[src/rtl/sgr_pkg.sv]
// Shared types, constants and font ROM for the scaled glyph rasterizer.
package sgr_pkg;

    localparam int GLYPH_ROWS  = 7;
    localparam int GLYPH_COLS  = 5;
    localparam int GLYPH_BITS  = GLYPH_ROWS * GLYPH_COLS;
    localparam int GLYPH_COUNT = 36;
    localparam int POS_W       = 14;

    localparam logic [7:0] CODE_A     = 8'h41;
    localparam logic [7:0] CODE_Z     = 8'h5A;
    localparam logic [7:0] CODE_0     = 8'h30;
    localparam logic [7:0] CODE_9     = 8'h39;
    localparam logic [5:0] DIGIT_BASE = 6'd26;
    localparam logic [2:0] LAST_COL   = 3'(GLYPH_COLS - 1);

    typedef logic [GLYPH_BITS-1:0] glyph_t;
    typedef logic [5:0] glyph_idx_t;

    typedef enum logic {
        ST_IDLE,
        ST_SCAN
    } state_t;

    typedef struct packed {
        logic load;
        logic step;
    } ctrl_cmd_t;

    typedef struct packed {
        logic code_ok;
        logic cell_set;
        logic rest_empty;
        logic out_free;
    } ctrl_status_t;

    // Rows top to bottom, bit 4 of each row is the left column; MSB is the first cell.
    localparam glyph_t GLYPH_ROM [GLYPH_COUNT] = '{
        {5'd14, 5'd17, 5'd17, 5'd31, 5'd17, 5'd17, 5'd17},
        {5'd30, 5'd17, 5'd17, 5'd30, 5'd17, 5'd17, 5'd30},
        {5'd14, 5'd17, 5'd16, 5'd16, 5'd16, 5'd17, 5'd14},
        {5'd30, 5'd17, 5'd17, 5'd17, 5'd17, 5'd17, 5'd30},
        {5'd31, 5'd16, 5'd16, 5'd30, 5'd16, 5'd16, 5'd31},
        {5'd31, 5'd16, 5'd16, 5'd30, 5'd16, 5'd16, 5'd16},
        {5'd14, 5'd17, 5'd16, 5'd23, 5'd17, 5'd17, 5'd15},
        {5'd17, 5'd17, 5'd17, 5'd31, 5'd17, 5'd17, 5'd17},
        {5'd14, 5'd4,  5'd4,  5'd4,  5'd4,  5'd4,  5'd14},
        {5'd7,  5'd2,  5'd2,  5'd2,  5'd18, 5'd18, 5'd12},
        {5'd17, 5'd18, 5'd20, 5'd24, 5'd20, 5'd18, 5'd17},
        {5'd16, 5'd16, 5'd16, 5'd16, 5'd16, 5'd16, 5'd31},
        {5'd17, 5'd27, 5'd21, 5'd21, 5'd17, 5'd17, 5'd17},
        {5'd17, 5'd25, 5'd21, 5'd19, 5'd17, 5'd17, 5'd17},
        {5'd14, 5'd17, 5'd17, 5'd17, 5'd17, 5'd17, 5'd14},
        {5'd30, 5'd17, 5'd17, 5'd30, 5'd16, 5'd16, 5'd16},
        {5'd14, 5'd17, 5'd17, 5'd17, 5'd21, 5'd18, 5'd13},
        {5'd30, 5'd17, 5'd17, 5'd30, 5'd20, 5'd18, 5'd17},
        {5'd15, 5'd16, 5'd16, 5'd14, 5'd1,  5'd1,  5'd30},
        {5'd31, 5'd4,  5'd4,  5'd4,  5'd4,  5'd4,  5'd4},
        {5'd17, 5'd17, 5'd17, 5'd17, 5'd17, 5'd17, 5'd14},
        {5'd17, 5'd17, 5'd17, 5'd17, 5'd17, 5'd10, 5'd4},
        {5'd17, 5'd17, 5'd17, 5'd21, 5'd21, 5'd21, 5'd10},
        {5'd17, 5'd17, 5'd10, 5'd4,  5'd10, 5'd17, 5'd17},
        {5'd17, 5'd17, 5'd10, 5'd4,  5'd4,  5'd4,  5'd4},
        {5'd31, 5'd1,  5'd2,  5'd4,  5'd8,  5'd16, 5'd31},
        {5'd14, 5'd17, 5'd19, 5'd21, 5'd25, 5'd17, 5'd14},
        {5'd4,  5'd12, 5'd4,  5'd4,  5'd4,  5'd4,  5'd14},
        {5'd14, 5'd17, 5'd1,  5'd2,  5'd4,  5'd8,  5'd31},
        {5'd30, 5'd1,  5'd1,  5'd14, 5'd1,  5'd1,  5'd30},
        {5'd2,  5'd6,  5'd10, 5'd18, 5'd31, 5'd2,  5'd2},
        {5'd31, 5'd16, 5'd30, 5'd1,  5'd1,  5'd17, 5'd14},
        {5'd6,  5'd8,  5'd16, 5'd30, 5'd17, 5'd17, 5'd14},
        {5'd31, 5'd1,  5'd2,  5'd4,  5'd8,  5'd8,  5'd8},
        {5'd14, 5'd17, 5'd17, 5'd14, 5'd17, 5'd17, 5'd14},
        {5'd14, 5'd17, 5'd17, 5'd15, 5'd1,  5'd2,  5'd12}
    };

endpackage

[src/rtl/sgr_ctrl.sv]
// Controller state machine: accepts a request and paces the cell scan.
module sgr_ctrl (
    input  logic                 aclk,
    input  logic                 aresetn,
    input  logic                 s_valid,
    output logic                 s_ready,
    input  sgr_pkg::ctrl_status_t status,
    output sgr_pkg::ctrl_cmd_t    cmd
);

    sgr_pkg::state_t state_reg, state_next;

    always_ff @(posedge aclk) begin
        if (!aresetn) begin
            state_reg <= sgr_pkg::ST_IDLE;
        end else begin
            state_reg <= state_next;
        end
    end

    always_comb begin
        state_next = state_reg;
        s_ready    = 1'b0;
        cmd        = '0;
        unique case (state_reg)
            sgr_pkg::ST_IDLE: begin
                s_ready = 1'b1;
                if (s_valid && status.code_ok) begin
                    cmd.load   = 1'b1;
                    state_next = sgr_pkg::ST_SCAN;
                end
            end
            sgr_pkg::ST_SCAN: begin
                cmd.step = !status.cell_set || status.out_free;
                if (cmd.step && status.rest_empty) begin
                    state_next = sgr_pkg::ST_IDLE;
                end
            end
            default: begin
                state_next = sgr_pkg::ST_IDLE;
            end
        endcase
    end

endmodule

[src/rtl/sgr_datapath.sv]
// Datapath: font lookup, cell scan positions, clipping and the result register.
module sgr_datapath #(
    parameter int SCREEN_WIDTH  = 320,
    parameter int SCREEN_HEIGHT = 200
) (
    input  logic                  aclk,
    input  logic                  aresetn,
    input  sgr_pkg::ctrl_cmd_t     cmd,
    output sgr_pkg::ctrl_status_t  status,
    input  logic [7:0]            s_char_code,
    input  logic signed [11:0]    s_origin_x,
    input  logic signed [11:0]    s_origin_y,
    input  logic [7:0]            s_ink,
    input  logic [3:0]            s_scale,
    output logic                  m_valid,
    input  logic                  m_ready,
    output logic [8:0]            m_rect_x,
    output logic [7:0]            m_rect_y,
    output logic [3:0]            m_rect_w,
    output logic [3:0]            m_rect_h,
    output logic [7:0]            m_fill_ink,
    output logic                  m_visible,
    output logic                  m_last
);

    localparam int PW = sgr_pkg::POS_W;
    localparam logic signed [PW-1:0] X_LIMIT = PW'(SCREEN_WIDTH);
    localparam logic signed [PW-1:0] Y_LIMIT = PW'(SCREEN_HEIGHT);

    logic                  code_ok;
    sgr_pkg::glyph_idx_t   glyph_idx;

    sgr_pkg::glyph_t       mask_reg, mask_next;
    logic [2:0]            col_reg, col_next;
    logic signed [PW-1:0]  ox_reg, ox_next;
    logic signed [PW-1:0]  cur_x_reg, cur_x_next;
    logic signed [PW-1:0]  cur_y_reg, cur_y_next;
    logic [3:0]            sc_reg, sc_next;
    logic [7:0]            ink_reg, ink_next;

    logic                  out_valid_reg, out_valid_next;
    logic [8:0]            rect_x_reg, rect_x_next;
    logic [7:0]            rect_y_reg, rect_y_next;
    logic [3:0]            rect_w_reg, rect_w_next;
    logic [3:0]            rect_h_reg, rect_h_next;
    logic [7:0]            ink_out_reg, ink_out_next;
    logic                  visible_reg, visible_next;
    logic                  last_reg, last_next;

    logic signed [PW-1:0]  sc_s;
    logic signed [PW-1:0]  px, py, lx, ly;
    logic                  rest_empty;
    logic                  show;

    always_comb begin
        code_ok   = 1'b0;
        glyph_idx = '0;
        if (s_char_code >= sgr_pkg::CODE_A && s_char_code <= sgr_pkg::CODE_Z) begin
            code_ok   = 1'b1;
            glyph_idx = 6'(s_char_code - sgr_pkg::CODE_A);
        end else if (s_char_code >= sgr_pkg::CODE_0 && s_char_code <= sgr_pkg::CODE_9) begin
            code_ok   = 1'b1;
            glyph_idx = sgr_pkg::DIGIT_BASE + 6'(s_char_code - sgr_pkg::CODE_0);
        end
    end

    assign sc_s       = $signed({{(PW-4){1'b0}}, sc_reg});
    assign rest_empty = ~|mask_reg[sgr_pkg::GLYPH_BITS-2:0];

    always_comb begin
        px = cur_x_reg;
        lx = sc_s;
        if (px < 0) begin
            lx = lx + px;
            px = '0;
        end
        if (px + lx > X_LIMIT) begin
            lx = X_LIMIT - px;
        end
        py = cur_y_reg;
        ly = sc_s;
        if (py < 0) begin
            ly = ly + py;
            py = '0;
        end
        if (py + ly > Y_LIMIT) begin
            ly = Y_LIMIT - py;
        end
        show = (lx > 0) && (ly > 0);
    end

    always_comb begin
        status.code_ok    = code_ok;
        status.cell_set   = mask_reg[sgr_pkg::GLYPH_BITS-1];
        status.rest_empty = rest_empty;
        status.out_free   = !out_valid_reg || m_ready;
    end

    always_comb begin
        mask_next  = mask_reg;
        col_next   = col_reg;
        ox_next    = ox_reg;
        cur_x_next = cur_x_reg;
        cur_y_next = cur_y_reg;
        sc_next    = sc_reg;
        ink_next   = ink_reg;
        if (cmd.load) begin
            mask_next  = sgr_pkg::GLYPH_ROM[glyph_idx];
            col_next   = '0;
            ox_next    = PW'(s_origin_x);
            cur_x_next = PW'(s_origin_x);
            cur_y_next = PW'(s_origin_y);
            sc_next    = s_scale;
            ink_next   = s_ink;
        end else if (cmd.step) begin
            mask_next = {mask_reg[sgr_pkg::GLYPH_BITS-2:0], 1'b0};
            if (col_reg == sgr_pkg::LAST_COL) begin
                col_next   = '0;
                cur_x_next = ox_reg;
                cur_y_next = cur_y_reg + sc_s;
            end else begin
                col_next   = col_reg + 3'd1;
                cur_x_next = cur_x_reg + sc_s;
            end
        end
    end

    always_comb begin
        out_valid_next = out_valid_reg && !m_ready;
        rect_x_next    = rect_x_reg;
        rect_y_next    = rect_y_reg;
        rect_w_next    = rect_w_reg;
        rect_h_next    = rect_h_reg;
        ink_out_next   = ink_out_reg;
        visible_next   = visible_reg;
        last_next      = last_reg;
        if (cmd.step && mask_reg[sgr_pkg::GLYPH_BITS-1]) begin
            out_valid_next = 1'b1;
            rect_x_next    = show ? px[8:0] : '0;
            rect_y_next    = show ? py[7:0] : '0;
            rect_w_next    = show ? lx[3:0] : '0;
            rect_h_next    = show ? ly[3:0] : '0;
            ink_out_next   = ink_reg;
            visible_next   = show;
            last_next      = rest_empty;
        end
    end

    always_ff @(posedge aclk) begin
        if (!aresetn) begin
            out_valid_reg <= 1'b0;
        end else begin
            out_valid_reg <= out_valid_next;
        end
    end

    always_ff @(posedge aclk) begin
        mask_reg    <= mask_next;
        col_reg     <= col_next;
        ox_reg      <= ox_next;
        cur_x_reg   <= cur_x_next;
        cur_y_reg   <= cur_y_next;
        sc_reg      <= sc_next;
        ink_reg     <= ink_next;
        rect_x_reg  <= rect_x_next;
        rect_y_reg  <= rect_y_next;
        rect_w_reg  <= rect_w_next;
        rect_h_reg  <= rect_h_next;
        ink_out_reg <= ink_out_next;
        visible_reg <= visible_next;
        last_reg    <= last_next;
    end

    assign m_valid    = out_valid_reg;
    assign m_rect_x   = rect_x_reg;
    assign m_rect_y   = rect_y_reg;
    assign m_rect_w   = rect_w_reg;
    assign m_rect_h   = rect_h_reg;
    assign m_fill_ink = ink_out_reg;
    assign m_visible  = visible_reg;
    assign m_last     = last_reg;

endmodule

[src/rtl/scaled_glyph_rasterizer.sv]
// A request loads the glyph mask; each set cell in the scan then loads the result register.
// A new request is taken only once the scan is done; the scan steps one cell per cycle, stops after
// the last set cell, and waits on a set cell while the result register is still held.
// Unknown codes are accepted and give no beats.
// Reset (aresetn low, synchronous) returns the controller to idle and empties the result register.
module scaled_glyph_rasterizer #(
    parameter int SCREEN_WIDTH  = 320,
    parameter int SCREEN_HEIGHT = 200
) (
    input  logic               aclk,
    input  logic               aresetn,
    input  logic               s_valid,
    output logic               s_ready,
    input  logic [7:0]         s_char_code,
    input  logic signed [11:0] s_origin_x,
    input  logic signed [11:0] s_origin_y,
    input  logic [7:0]         s_ink,
    input  logic [3:0]         s_scale,
    output logic               m_valid,
    input  logic               m_ready,
    output logic [8:0]         m_rect_x,
    output logic [7:0]         m_rect_y,
    output logic [3:0]         m_rect_w,
    output logic [3:0]         m_rect_h,
    output logic [7:0]         m_fill_ink,
    output logic               m_visible,
    output logic               m_last
);

    sgr_pkg::ctrl_cmd_t    cmd;
    sgr_pkg::ctrl_status_t status;

    sgr_ctrl u_ctrl (
        .aclk    (aclk),
        .aresetn (aresetn),
        .s_valid (s_valid),
        .s_ready (s_ready),
        .status  (status),
        .cmd     (cmd)
    );

    sgr_datapath #(
        .SCREEN_WIDTH  (SCREEN_WIDTH),
        .SCREEN_HEIGHT (SCREEN_HEIGHT)
    ) u_datapath (
        .aclk        (aclk),
        .aresetn     (aresetn),
        .cmd         (cmd),
        .status      (status),
        .s_char_code (s_char_code),
        .s_origin_x  (s_origin_x),
        .s_origin_y  (s_origin_y),
        .s_ink       (s_ink),
        .s_scale     (s_scale),
        .m_valid     (m_valid),
        .m_ready     (m_ready),
        .m_rect_x    (m_rect_x),
        .m_rect_y    (m_rect_y),
        .m_rect_w    (m_rect_w),
        .m_rect_h    (m_rect_h),
        .m_fill_ink  (m_fill_ink),
        .m_visible   (m_visible),
        .m_last      (m_last)
    );

endmodule

[config.mk]
export PLATFORM = sky130hd
export DESIGN_NAME = scaled_glyph_rasterizer
export DESIGN_NICKNAME = d
export VERILOG_FILES = /design/src/rtl/sgr_pkg.sv /design/src/rtl/sgr_ctrl.sv /design/src/rtl/sgr_datapath.sv /design/src/rtl/scaled_glyph_rasterizer.sv
export SDC_FILE = /design/constraint.sdc
export NUM_CORES = 1
export LEC_CHECK = 0
export ABC_AREA = 1
export BUFFER_PORTS_ARGS = -buffer_cell sky130_fd_sc_hd__clkbuf_2
export CORE_ASPECT_RATIO = 0.7
export CORE_MARGIN = 1.5
export CORE_UTILIZATION = 45
export CTS_CLUSTER_DIAMETER = 200
export CTS_CLUSTER_SIZE = 28
export DETAILED_ROUTE_END_ITERATION = 6
export GPL_ROUTABILITY_DRIVEN = 0
export HOLD_SLACK_MARGIN = 0.08
export PLACE_DENSITY = 0.62
export SLEW_MARGIN = 20
export SYNTH_ARGS = -nofsm -noshare
export SYNTH_HDL_FRONTEND = slang
export SYNTH_HIERARCHICAL = 1
export SYNTH_SLANG_ARGS = --single-unit
export TNS_END_PERCENT = 30
[constraint.sdc]
create_clock -name aclk -period 5.9 [get_ports aclk]
set_input_delay 0.59 -clock aclk [delete_from_list [all_inputs] [get_ports aclk]]
set_output_delay 0.59 -clock aclk [all_outputs]
set_load 0.02 [all_outputs]
=== Yosys cells after proc, flatten, opt, wreduce, memory -nomap -nowiden ===
Memory sizes are Yosys's and may differ from the RTL's.
Index checks and enable logic that the tools add are counted.

* Register bits: 127
* Memories: 1
* Output and inout bits: 37
* Bits in read-only memories: 2240
* Input port bits: 48
* Logic and storage cells: 86

{| class="wikitable"
|+ Memories
! name !! words !! width !! read ports !! clocked after Yosys merged registers in !! wr ports !! line !! text
|-
| (no name shown) || 64 || 35 || 1 || 0 || 0 || sgr_datapath.sv:108 || <nowiki>mask_next = sgr_pkg::GLYPH_ROM[glyph_idx];</nowiki>
|}

* Add/sub/neg operators: 10
* Muxes and demuxes: 28
* Equal/unequal tests: 1
* Order comparisons: 11
* Reductions and logical operators: 17
* Bitwise logic cells: 2

{| class="wikitable"
|+ Operators with widths
! kind !! count
|-
| $mux W14 || 12
|-
| $mux W35 || 4
|-
| $reduce_or A34 Y1 || 1
|-
| $add A14 B14 Y14 || 2
|-
| $add A5 B14 Y14 || 2
|-
| $gt A14 B1 Y1 const B || 2
|-
| $lt A14 B1 Y1 const B || 2
|-
| $gt A14 B10 Y1 const B || 1
|-
| $gt A14 B9 Y1 const B || 1
|-
| $sub A10 B14 Y14 const A || 1
|-
| $sub A9 B14 Y14 const A || 1
|-
| $mux W6 || 2
|-
| $ge A8 B6 Y1 const B || 1
|-
| $ge A8 B7 Y1 const B || 1
|-
| $le A8 B6 Y1 const B || 1
|-
| $le A8 B7 Y1 const B || 1
|-
| $mux W1 || 8
|-
| $ge A7 B7 Y1 const B || 1
|-
| $logic_and A1 B1 Y1 || 7
|-
| $not A6 Y7 || 1
|-
| $add A5 B6 Y6 const A || 1
|-
| $sub A6 B1 Y6 const B || 1
|-
| $sub A6 B6 Y6 const B || 1
|-
| $logic_not A1 Y1 || 4
|-
| other kinds (8) || 10
|}

=== Depth between registers and ports, before layout ===
Gate-level depths: netlist (run 1).

* Depth in word-level cells: 9
* Gate-level depth with buffers: 31
* Depth with buffers taken out: 30

=== Hierarchy ===
The synthesis (run 1) kept the hierarchy.

{| class="wikitable"
|+ Modules (own cells, without submodules)
! module !! instances !! area an instance (µm²) !! sequential area each (µm²) !! cells an instance
|-
| sgr_datapath || 1 || 9367.7 || 3743.6 || 1216
|-
| sgr_ctrl || 1 || 68.8 || 20.0 || 12
|}

=== Least setup slack after synthesis (run 1) ===
Ideal clock, no wire load.

* Path type: input -> register
* From: input port s_char_code[1]
* To: register u_datapath.cur_x_reg[0] (enable)
* Path slack: 1.198 ns
* Stages on the path: 14
* Path buffers: 3
* Arrival time: 4.294 ns
* Cells stage by stage: inv_1 ha_1 nand2_1 nand3_1 and2_1 inv_1 nand2_1 buf_4 nand2_1 nor2_1 clkbuf_1 clkinv_1 clkbuf_1 nand2_1

{| class="wikitable"
|+ RTL lines
! element !! line !! text
|-
| start, declared || scaled_glyph_rasterizer.sv:14 || <nowiki>input logic [7:0] s_char_code,</nowiki>
|-
| end signal, assigned || sgr_datapath.sv:161 || <nowiki>cur_x_reg <= cur_x_next;</nowiki>
|-
| end, declared || sgr_datapath.sv:36 || <nowiki>logic signed [PW-1:0] cur_x_reg, cur_x_next;</nowiki>
|}

=== Worst setup path after layout (run 1) ===
* From: register u_datapath.sc_reg[0]
* To: register u_datapath.rect_w_reg[3] (netlist: u_datapath/m_rect_w[3]), data pin

* Cells in the longest elaborated chain, start to end: 7
* Elaborated cells on any way between the ends: 13
* Classes of those cells: 4 x add/sub; 4 x order compare; 4 x mux; 1 x reduce/logical

{| class="wikitable"
|+ RTL lines
! element !! line !! text
|-
| start, declared || sgr_datapath.sv:38 || <nowiki>logic [3:0] sc_reg, sc_next;</nowiki>
|-
| start signal, assigned || sgr_datapath.sv:163 || <nowiki>sc_reg <= sc_next;</nowiki>
|-
| $add A5 B14 Y14, on equally long branches || sgr_datapath.sv:74, sgr_datapath.sv:83 ||
|-
| $mux W14, on equally long branches || sgr_datapath.sv:73, sgr_datapath.sv:82 ||
|-
| $add A14 B14 Y14, on equally long branches || sgr_datapath.sv:77, sgr_datapath.sv:86 ||
|-
| $gt A14 B10 Y1 or $gt A14 B9 Y1 (tied branches) || sgr_datapath.sv:77, sgr_datapath.sv:86 ||
|-
| $mux W14, on equally long branches || sgr_datapath.sv:77, sgr_datapath.sv:86 ||
|-
| $gt A14 B1 Y1 || sgr_datapath.sv:89 || <nowiki>show = (lx > 0) && (ly > 0);</nowiki>
|-
| $logic_and A1 B1 Y1 || sgr_datapath.sv:89 ||
|-
| end signal, assigned || sgr_datapath.sv:167 || <nowiki>rect_w_reg <= rect_w_next;</nowiki>
|-
| end, declared || sgr_datapath.sv:44 || <nowiki>logic [3:0] rect_w_reg, rect_w_next;</nowiki>
|}

Parallel ways exist; a longest one is shown, timed or not.
A chain may end at the register's enable or synchronous reset.

==> implementation parameters, run 1 <==
Parameter                              Value

Run status
  Outcome ... complete, no violations

Clock network
  Number of H-tree branching levels ... 4
  Worst-path clk slew ... 0.06 ns
  Number of buffers inserted during clock tree synthesis ... 17
  TritonCTS clock tree ... yes
  Root Buffer Master ... clkbuf_16
  Number of buffers on the longest clock path ... 2
  Insertion delay of the later-clocked pin in the worst-skew pair ... 0.42 ns
  Total of hold buffers inserted after clock tree synthesis ... 0
  Post-CTS setup buffer count ... 0
  Number of instances resized during post-cts repair ... 0
  Clk sink count ... 127

Power
  Max IR drop VDD ... 0.2203 mV
  Pwr Total ... 2.499 mW
  Power density relative to cell area ... 233.2 mW/mm2
  Static leakage ... 4.818 nW

Finish
  Fin nets ... 1410
  Antenna diode instance count ... 0
  Post-synthesis to final-layout area growth ... 13.55%
  Number of flip-flops in the largest register ... 35
  Number of inserted filler cells in the final layout ... 1992
  Sequential cell area in the final layout ... 0.003764 mm2
  Design area ... 0.01072 mm2
  Post-Layout Cell Count ... 1598
  Layout cell share with drive strength beyond 1 ... 0.1392
  Area of the multi-input gates ... 0.004946 mm2

Timing
  Least setup slack across all paths after layout ... 1.218 ns
  Final slew viol count ... 0
  Final period demand of the worst path ... 4.682 ns
  Worst setup skew after layout ... 0.009526 ns
  Final number of hold-violating endpoints ... 0
  Achievable Freq ... 213.6 MHz
  Setup TNS Final ... 0 ns
  Period Utilization, post-route ... 0.7936
  Endpoints failing setup ... 0
  Tightest Pin Transition ... 0.9140 ns
  Unrepaired setup endpoints after global routing ... false
  Headroom to the max-slew limit ... 0.3906

GRT
  Antenna violations before repair ... 0
  Overflow left after global routing ... 0
  Global router's overall resource usage ... 0.2425
  Vias in the first global route ... 7868
  Largest net degree at the start of global routing ... 84
  First-pass GRT wire length ... 40940 um

Logic synthesis
  Share of synthesized registers carrying an async set or reset ... 0
  Number of standard cells after synthesis ... 1228
  Yosys warning total ... 6
  Yosys reg bits ... 127
  Cell accounting for the most synthesized area ... edfxtp_1
  Dominant combinational cell family by area after synthesis ... simple AND/OR/NAND/NOR gates
  Multiplexer share of the synthesized area ... 0
  Unique cell type count in the Yosys netlist ... 56
  Area share of the leading cell type in the synthesized netlist ... 0.3882
  Average footprint of a synthesized cell ... 7.684 um2
  Sequential share of the synthesized area ... 0.3988
  Number of flops mapped to enable cells by yosys ... 122
  Arithmetic-cell share of the synthesized area counting full adders, half adders and majority gates ... 0.07346
  Simple-gate portion of the synthesized area ... 0.2932
  Compound-cell area share of the yosys netlist ... 0.1268
  Post-synth net total ... 1329
  Mapped Area ... 0.009437 mm2
  Top area cells in the synthesized netlist ... edfxtp_1 (39%), nand2_1 (12%), ha_1 (6.5%)
  Post-synthesis xor/xnor area fraction ... 0.02970
  Top_reg_cell synth ... edfxtp_1

Floorplanning
  Initial core utilization ... 0.4571
  DIE HEIGHT ... 124.2 um
  Width of the die ... 176.1 um
  Top Ports ... 85
  Std cell rows ... 44
  Total Die Area ... 0.02186 mm2
  Core Area ... 0.02064 mm2

Placement
  Port Buffers ... 84
  Pre-CTS setup slack ... 1.420 ns
  Detailed-placement wirelength estimate ... 19330 um
  Placed cell areas ... 0.01014 mm2
  Placed insts ... 1566

Worst setup path
  CP startpoint kind ... flip-flop
  CP Capture Type ... flip-flop
  Critical Path AT ... 4.84 ns
  Critical path's largest stage delay ... 0.46 ns
  Library cell contributing the largest single delay on the critical path ... edfxtp_1
  Critical path class ... reg2reg
  Required time of the critical path ... 6.05 ns
  Largest driver fanout on the critical path ... 25
  Reg2Reg Setup Slack ... 1.22 ns
  Cell seen most often among critical-path stages ... nand2_1

Run
  Max-capacitance violation count ... 0

Route
  WL/cell ... 16.20 um
  Starting DRC count in detailed routing ... 1089
  ANT nets after route ... 0
  Number of design rule violations left after detail routing ... 0
  Count of vias placed by the detailed router ... 8728
  Detailed-routing iteration count for the pre-antenna-repair pass ... 5
  Drt via density ... 5.462
  Sum of routed wire length over all layers ... 25880 um

Hold path
  Worst hold-check path type ... in2reg
-- final cells by class --
class / count / area share
timing repair buffer: 97 / 0.04834
inverter: 152 / 0.05325
multi-input combinational: 914 / 0.4616
clock buffer: 18 / 0.04005
clock inverter: 14 / 0.01331
sequential: 127 / 0.3512
tap: 276 / 0.03223
-- Yosys cell counts, types with 5 or more instances --
cell type / instances
a21oi_1: 52
a31oi_1: 11
clkbuf_1: 24
dfxtp_1: 5
edfxtp_1: 122
ha_1: 49
inv_1: 145
inv_2: 5
nand2_1: 305
nand2_2: 9
nand3_1: 86
nand3_2: 6
nand3b_1: 12
nand4_1: 17
nor2_1: 125
nor2_2: 24
nor3_1: 14
nor4_1: 11
o211ai_1: 9
o21ai_0: 90
o21ai_1: 6
o221ai_1: 5
o22ai_1: 8
xor2_1: 27
-- cell usage in the layout, fill, tap and decap left out, types with 12 or more instances in the layout --
cell / synthesis / layout
nand4_1: 17 / 17
nand3b_1: 12 / 12
nand3_1: 86 / 86
nand2_1: 305 / 304
clkbuf_2: 0 / 84
nor3_1: 14 / 14
clkbuf_16: 0 / 17
edfxtp_1: 122 / 122
o21ai_0: 90 / 89
xor2_1: 27 / 27
ha_1: 49 / 49
a21oi_1: 52 / 52
nor2_2: 24 / 24
nor2_1: 125 / 124
buf_4: 4 / 13
inv_1: 145 / 145
-- cells by family (layout without fill, tap and decap cells) --
| group | after synthesis | in the layout |
|---|---|---|
| AND/OR/NAND/NOR | 624 | 624 |
| adder cells (fa/ha/maj) | 53 | 53 |
| buffers and inverters | 187 | 281 |
| XOR/XNOR | 29 | 29 |
| AO/OA/AOI/OAI | 208 | 208 |
| flip-flops | 127 | 127 |
-- critical path: cells and delay by family (launching register included) --
kind,cells,cell delay (ns)
XOR/XNOR,1,0.22
buffers and inverters,2,0.12
flip-flops,1,0.46
adder cells (fa/ha/maj),3,0.95
AND/OR/NAND/NOR,20,2.17
AO/OA/AOI/OAI,2,0.46
-- path summary, 6_finish.rpt --
kind,end,startpoint,depth (start not counted)
worst max-delay path,u_datapath/m_rect_w[3],u_datapath/sc_reg[0],28
worst min-delay path,u_datapath/ink_reg[4],s_ink[4],1
worst max register to register,u_datapath/m_rect_w[3],u_datapath/sc_reg[0],28
worst min register to register,u_datapath/m_fill_ink[3],u_datapath/ink_reg[3],0
-- layer usage --
layer,track usage,up-vias,share of wire
li1,-,4320,-
met1,0.3578,3981,0.48
met2,0.3440,403,0.40
met3,0.07448,24,0.10
met4,0.05449,0,0.013
met5,0,-,0
-- through the flow --
step           hold slack (ns)    util
3_5_place_dp            0.4045  0.4913
3_3_place_gp            0.4004  0.4913
4_1_cts                 0.3314  0.5190
5_1_grt                 0.3250  0.5190
6_report                0.3467  0.5190
2_1_floorplan           0.4003       -
-- power by group --
group	internal (mW)	switching, mW
clock	0.619	0.401
sequential	1.04	0.0235
combinational	0.136	0.282
total	1.79	0.707
(Power assumes the default switching activity.)
==> run 2, diff against run 1 <==
==> constraint.sdc (replaced) <==
create_clock -name aclk -period 4.4 [get_ports aclk]
set_input_delay 0.44 -clock aclk [delete_from_list [all_inputs] [get_ports aclk]]
set_output_delay 0.44 -clock aclk [all_outputs]
set_load 0.02 [all_outputs]
==> run 2 against run 1 <==
Against the previous run:
- the run now ends with DRC left
- utilization grew 1.7 points
- maximum frequency grew 12%
- final cell count grew 1.5%
- global-route usage shrank 0.058 points
- critical path depth grew 1
- register-to-register slack lost 0.99 ns
- hold slack lost 0.16 ns
- clock power grew 28%
- die area is the same
- clock-buffer cell count grew 3
- via count grew 1.4%
==> implementation parameters, run 2 (same netlist as run 1, synthesis figures left out) <==
Parameter                              Value

Clock network
  Number of buffers inserted during clock tree synthesis ... 17 (unchanged)
  Number of buffers on the longest clock path ... 2 (unchanged)
  Worst-path clk slew ... 0.05 ns (about the same)
  Total of hold buffers inserted after clock tree synthesis ... 0 (unchanged)
  Insertion delay of the later-clocked pin in the worst-skew pair ... 0.43 ns (about the same)
  Number of H-tree branching levels ... 4 (unchanged)
  Root Buffer Master ... clkbuf_16
  TritonCTS clock tree ... yes
  Clk sink count ... 127 (unchanged)

Power
  Switching share of total power ... 0.2748 (-0.008049)
  Max IR drop VDD ... 0.3088 mV (+40%)
  Internal ... 2.417 mW (+35%)
  Static leakage ... 4.957 nW (+2.9%)
  Net switching power ... 0.9159 mW (+30%)
  Fraction of power consumed by combinational cells ... 0.180 (+0.013)
  Part of the power in the clock network ... 0.393 (-0.015)
  Power density relative to cell area ... 301.3 mW/mm2 (+29%)
  Sequential Power Share ... 0.427 (+0.003)

Worst setup path
  Cell seen most often among critical-path stages ... nand2_1
  Library cell contributing the largest single delay on the critical path ... edfxtp_1
  CP startpoint kind ... flip-flop
  Largest driver fanout on the critical path ... 12 (-52%)
  Critical path class ... reg2reg
  CP Capture Type ... flip-flop
  Cells on worst reg2reg path ... 29 (+3.6%)
  Critical Path AT ... 4.34 ns (-0.50 ns)
  Required time of the critical path ... 4.57 ns (-1.48 ns)
  Critical path's largest stage delay ... 0.45 ns (about the same)

Hold path
  Worst hold-check path type ... in2reg
  Hold Path Cell Cnt ... 1 (unchanged)

GRT
  Antenna violations before repair ... 0 (unchanged)
  First-pass GRT wire length ... 40720 um (-0.54%)
  Overflow left after global routing ... 0 (unchanged)
  Largest net degree at the start of global routing ... 48 (-43%)
  Vias in the first global route ... 7852 (-0.20%)
  Global router's overall resource usage ... 0.2419 (-0.0005774)

Floorplanning
  DIE HEIGHT ... 124.2 um (unchanged)
  Top Ports ... 85 (unchanged)
  Width of the die ... 176.1 um (unchanged)
  Total Die Area ... 0.02186 mm2 (unchanged)
  Initial core utilization ... 0.4571 (unchanged)
  Std cell rows ... 44 (unchanged)
  Core Area ... 0.02064 mm2 (unchanged)

Timing
  Least setup slack across all paths after layout ... 0.2260 ns (-0.9917 ns)
  Headroom to the max-slew limit ... 0.3322 (-0.05841)
  Tightest Pin Transition ... 0.9950 ns (+0.08093 ns)
  Period Utilization, post-route ... 0.9486 (+0.1550)
  Final slew viol count ... 0 (unchanged)
  Final number of hold-violating endpoints ... 0 (unchanged)
  Worst setup skew after layout ... 0.01201 ns (+0.002481 ns)
  Achievable Freq ... 239.6 MHz (+12%)
  Final period demand of the worst path ... 4.174 ns (-0.5083 ns)
  Endpoints failing setup ... 0 (unchanged)

Placement
  Placed cell areas ... 0.01024 mm2 (+0.94%)
  Port Buffers ... 84 (unchanged)
  Pre-CTS setup slack ... 0.02604 ns (-1.394 ns)
  Detailed-placement wirelength estimate ... 19610 um (+1.4%)

Finish
  Design area ... 0.01106 mm2 (+3.3%)
  Layout cell share with drive strength beyond 1 ... 0.1709 (+0.03169)
  Fin nets ... 1437 (+1.9%)
  Number of flip-flops in the largest register ... 35 (unchanged)
  Commonest cells after routing, fill and taps aside ... nand2_1 (298), inv_1 (145), nor2_1 (124)
  Post-synthesis to final-layout area growth ... 17.25%
  Antenna diode instance count ... 0 (unchanged)
  Number of inserted filler cells in the final layout ... 1995 (+0.15%)
  End-of-flow core utilization ... 0.5359 (+0.01691)
  Most common cell after layout, fill and taps aside ... nand2_1

Run status
  Outcome ... finished with violations
  Failing checks ... DRC

Route
  WL/cell ... 16.16 um (-0.20%)
  Drt via density ... 5.458 (about the same)
  Count of vias placed by the detailed router ... 8853 (+1.4%)
  Number of design rule violations left after detail routing ... 7 (+7)
  Starting DRC count in detailed routing ... 1066 (-2.1%)
  ANT nets after route ... 0 (unchanged)
  Sum of routed wire length over all layers ... 26220 um (+1.3%)
  Detailed-routing iteration count for the pre-antenna-repair pass ... 7 (+2)

Run
  Max-capacitance violation count ... 0 (unchanged)
-- run 2: changes by cell type in the layout (fill, tap and decap cells not counted), sizes merged --
cell / delta
clkinvlp: -3
inv: -1
clkinv: -2
buf: +26
clkbuf: +4
-- run 2: timing repair --
item	in CTS	in global routing
setup endpoints to repair	0	26
gates resized for setup	0	36
buffers inserted	0	15
-- run 2: power groups by stage --
stage                     Clock, mW  Combinational, mW  Sequential [mW]
after floorplan                   0              0.394             1.44
after CTS                      1.34              0.559             1.42
after global routing           1.38              0.669             1.43
after global placement            0              0.551             1.44
after detailed placement          0              0.554             1.45
final                          1.31              0.599             1.42
-- run 2: area by class of cell --
type / count / area (um2) / share of cell area
multi-input cells: 914 / 5100 / 0.4609
flip-flops and latches: 127 / 3764 / 0.3402
inverters: 152 / 570.5 / 0.05157
well taps: 276 / 345.3 / 0.03121
clock buffers: 21 / 440.4 / 0.03981
repair buffers: 124 / 750.7 / 0.06785
clock inverters: 8 / 93.84 / 0.008481
-- run 2: worst paths after layout --
check | startpoint | end | slack [ns]
setup / recovery | u_datapath/sc_reg[0] | u_datapath/m_rect_x[0] | 0.23
hold / removal | s_ink[6] | u_datapath/ink_reg[6] | 0.19
hold reg to reg | u_datapath/ink_reg[3] | u_datapath/m_fill_ink[3] | 0.42
setup reg to reg | u_datapath/sc_reg[0] | u_datapath/m_rect_x[0] | 0.23
-- run 2: worst max-delay path: cells and delay by family, from the launching register on --
family,cells,cell delay [ns]
DFF,1,0.45
AOI/OAI and AO/OA,1,0.24
adders and majority gates,3,0.87
xor gates and xnor gates,1,0.19
and+or+nand+nor,21,1.84
buffers and inverters,3,0.33
-- run 2: metal layers --
layer / up-vias / GRT usage / share of wire
li1: 4376 / - / -
met1: 4016 / 0.3578 / 0.48
met2: 414 / 0.3344 / 0.40
met3: 47 / 0.07570 / 0.11
met4: 0 / 0.06891 / 0.018
met5: - / 0 / 0
-- run 2: stage by stage --
step,std cells,power (mW),hold WS (ns),TNS (ns)
after floorplan,1228,1.837,0.4003,0
after global placement,1577,1.996,0.4008,0
after detailed placement,1577,2.000,0.4045,0
after CTS,1606,3.323,0.1728,0
after global routing,1622,3.476,0.1725,-0.7678
final,1622,3.333,0.1912,0
==> run 3, diff against run 2 <==
--- a/config.mk
+++ b/config.mk
@@ -9,13 +9,12 @@
 export BUFFER_PORTS_ARGS = -buffer_cell sky130_fd_sc_hd__clkbuf_2
 export CORE_ASPECT_RATIO = 0.7
 export CORE_MARGIN = 1.5
-export CORE_UTILIZATION = 45
+export CORE_UTILIZATION = 61
 export CTS_CLUSTER_DIAMETER = 200
-export CTS_CLUSTER_SIZE = 28
 export DETAILED_ROUTE_END_ITERATION = 6
 export GPL_ROUTABILITY_DRIVEN = 0
 export HOLD_SLACK_MARGIN = 0.08
-export PLACE_DENSITY = 0.62
+export PLACE_DENSITY = 0.8
 export SLEW_MARGIN = 20
 export SYNTH_ARGS = -nofsm -noshare
 export SYNTH_HDL_FRONTEND = slang
==> run 3 against run 2 <==
Against the previous run:
- the run ends with DRC, setup timing left
- global-route usage is 8.7 points higher
- die area fell by 26%
- final cell count decreased by 4.4%
- maximum frequency down 5.9%
- first-iteration DRC count up 27%
- critical path type unchanged
- via count rose by 7.9%
- clock-buffer cell count shrank 4
==> implementation parameters, run 3 (same netlist as run 1, synthesis figures left out) <==
Parameter                              Value

Floorplanning
  Core Area ... 0.01491 mm2 (-28%)
  Width of the die ... 151.7 um (-14%)
  DIE HEIGHT ... 107.1 um (-14%)
  Initial core utilization ... 0.6330 (+0.1759)
  Std cell rows ... 37 (-16%)
  Total Die Area ... 0.01624 mm2 (-26%)
  Top Ports ... 85 (unchanged)

Clock network
  Worst-path clk slew ... 0.07 ns (+0.02 ns)
  Clk sink count ... 127 (unchanged)
  Number of buffers on the longest clock path ... 2 (unchanged)
  Insertion delay of the later-clocked pin in the worst-skew pair ... 0.43 ns (about the same)
  TritonCTS clock tree ... yes
  Number of buffers inserted during clock tree synthesis ... 17 (unchanged)
  Total of hold buffers inserted after clock tree synthesis ... 0 (unchanged)
  Root Buffer Master ... clkbuf_16
  Number of H-tree branching levels ... 4 (unchanged)

Worst setup path
  Required time of the critical path ... 4.57 ns (about the same)
  Critical path's largest stage delay ... 0.52 ns (+0.07 ns)
  Reg2Reg Setup Slack ... -0.04 ns (-0.26 ns)
  Critical R2R Launch ... u_datapath/sc_reg[2]
  Critical path class ... reg2reg
  Cells on worst reg2reg path ... 29 (unchanged)
  CP Capture Type ... flip-flop
  Critical path launch point ... u_datapath/sc_reg[2]
  End of the worst register-to-register path ... u_datapath/m_rect_x[0]
  Library cell contributing the largest single delay on the critical path ... edfxtp_1
  CP startpoint kind ... flip-flop
  Endpoint of the most critical setup path ... u_datapath/m_rect_x[0]
  Critical Path AT ... 4.61 ns (+0.27 ns)
  Largest driver fanout on the critical path ... 8 (-4)
  Cell seen most often among critical-path stages ... nand2_1

Route
  Detailed-routing iteration count for the pre-antenna-repair pass ... 7 (unchanged)
  Sum of routed wire length over all layers ... 28040 um (+6.9%)
  Number of design rule violations left after detail routing ... 1 (-6)
  ANT nets after route ... 0 (unchanged)
  WL/cell ... 18.08 um (+12%)
  Starting DRC count in detailed routing ... 1350 (+27%)
  Count of vias placed by the detailed router ... 9548 (+7.9%)
  Drt via density ... 6.156 (+13%)

Finish
  Number of flip-flops in the largest register ... 35 (unchanged)
  Number of inserted filler cells in the final layout ... 1075 (-46%)
  Post-synthesis to final-layout area growth ... 19.07%
  Area of the multi-input gates ... 0.005346 mm2 (+4.8%)
  Fin nets ... 1444 (+0.49%)
  Commonest cells after routing, fill and taps aside ... nand2_1 (288), inv_1 (142), edfxtp_1 (122)
  Most common cell after layout, fill and taps aside ... nand2_1
  Layout cell share with drive strength beyond 1 ... 0.2058 (+0.03488)
  Design area ... 0.01124 mm2 (+1.5%)
  Post-Layout Cell Count ... 1551 (-4.4%)
  Antenna diode instance count ... 0 (unchanged)
  End-of-flow core utilization ... 0.7537 (+0.2178)
  Sequential cell area in the final layout ... 0.003764 mm2 (unchanged)

Power
  Max IR drop VDD ... 0.2107 mV (-32%)
  Net switching power ... 1.082 mW (+18%)
  Internal ... 2.363 mW (-2.3%)
  Part of the power in the clock network ... 0.398 (+0.005)
  Fraction of power consumed by combinational cells ... 0.189 (+0.009)
  Power density relative to cell area ... 306.6 mW/mm2 (+1.8%)
  Sequential Power Share ... 0.413 (-0.014)
  Switching share of total power ... 0.3142 (+0.03939)
  Static leakage ... 5.023 nW (+1.3%)

Timing
  Final slew viol count ... 0 (unchanged)
  Worst setup skew after layout ... 0.01011 ns (-0.001896 ns)
  Final number of hold-violating endpoints ... 0 (unchanged)
  Tightest Pin Transition ... 1.066 ns (+0.07074 ns)
  Period Utilization, post-route ... 1.008 (+0.05956)
  Endpoints failing setup ... 25 (+25)
  Final period demand of the worst path ... 4.436 ns (+0.2621 ns)
  Headroom to the max-slew limit ... 0.2887 (-0.04350)
  Least setup slack across all paths after layout ... -0.03610 ns (-0.2621 ns)
  Unrepaired setup endpoints after global routing ... true
  Achievable Freq ... 225.4 MHz (-5.9%)
  Hold WS ... 0.1839 ns (-0.007318 ns)

GRT
  GRT met3 Usage ... 0.09787 (+0.02217)
  Largest net degree at the start of global routing ... 84 (+75%)
  Overflow left after global routing ... 0 (unchanged)
  Met1 usage ... 0.4781 (+0.1203)
  First-pass GRT wire length ... 41250 um (+1.3%)
  Vias in the first global route ... 8270 (+5.3%)
  Global router's overall resource usage ... 0.3286 (+0.08663)
  Busiest metal layer after global routing ... met1
  Antenna violations before repair ... 0 (unchanged)
  Fraction of met2 tracks used by global routing ... 0.4738 (+0.1394)

Placement
  Pre-CTS setup slack ... -0.05320 ns (-0.07924 ns)
  Detailed-placement wirelength estimate ... 18680 um (-4.7%)
  Port Buffers ... 84 (unchanged)
  Placed insts ... 1490 (-5.5%)
  Placed cell areas ... 0.01008 mm2 (-1.6%)

Run
  Max-capacitance violation count ... 0 (unchanged)

Run status
  Failing checks ... DRC, setup timing
  Outcome ... finished with violations

Hold path
  Worst hold-check path type ... in2reg
  Hold Path Cell Cnt ... 1 (unchanged)
[run 3: cell count changes in the layout (fill, tap and decap cells not counted), sizes merged]
cell      before  now
inv          150  159
clkbuf       106  101
buf           39   43
nand2        317  321
bufinv         2    0
clkinv         7    6
clkinvlp       1    2
[run 3: how the worst min path moves through the flow]
stage | start | to | slack [ns]
floorplan | u_datapath/ink_reg[0] | u_datapath/m_fill_ink[0] | 0.40
global placement | u_datapath/ink_reg[1] | u_datapath/m_fill_ink[1] | 0.40
detailed placement | u_datapath/ink_reg[0] | u_datapath/m_fill_ink[0] | 0.40
CTS | s_ink[0] | u_datapath/ink_reg[0] | 0.17
global route | s_ink[0] | u_datapath/ink_reg[0] | 0.16
finish | s_ink[6] | u_datapath/ink_reg[6] | 0.18
[run 3: timing repair]
item                                    4_1_cts  5_1_grt
buffers inserted                              1       24
resized for setup                             4       77
pin swaps                                     2       38
endpoints found under the setup margin       25       26
gates cloned                                  2        2
[run 3: final cells by class]
cell class | count | area share
clock buffers | 17 | 0.03786
flip-flops and latches | 127 | 0.3350
repair buffers | 127 | 0.06615
well taps | 195 | 0.02171
multi-input cells | 918 | 0.4758
inverters | 152 | 0.05078
clock inverters | 15 | 0.01269
[run 3: worst max-delay path: cells and delay by family (launching register included)]
family	cells	cell delay (ns)
AOI/OAI and AO/OA	3	0.36
adders and majority gates	2	0.74
DFF	1	0.52
and+or+nand+nor	21	2.21
buffers and inverters	3	0.34
[run 3: per-stage QoR]
| step | setup TNS, ns | power (mW) |
|---|---|---|
| finish | -0.4626 | 3.445 |
| global route | -5.303 | 3.572 |
| CTS | 0 | 3.349 |
| detailed placement | -0.4386 | 1.990 |
| global placement | 0 | 1.975 |
| floorplan | 0 | 1.837 |
[run 3: routing by layer]
metal,share of wire,vias to the layer above
met5,0,-
met4,0.033,0
met3,0.14,105
met2,0.42,744
met1,0.40,4299
li1,-,4400
[run 3: power by group through the flow]
stage          registers [mW]  logic, mW  clock network [mW]
2_1_floorplan            1.44      0.394                   0
6_report                 1.42      0.650                1.37
5_1_grt                  1.43      0.708                1.43
3_5_place_dp             1.45      0.544                   0
3_3_place_gp             1.44      0.531                   0
4_1_cts                  1.42      0.558                1.37
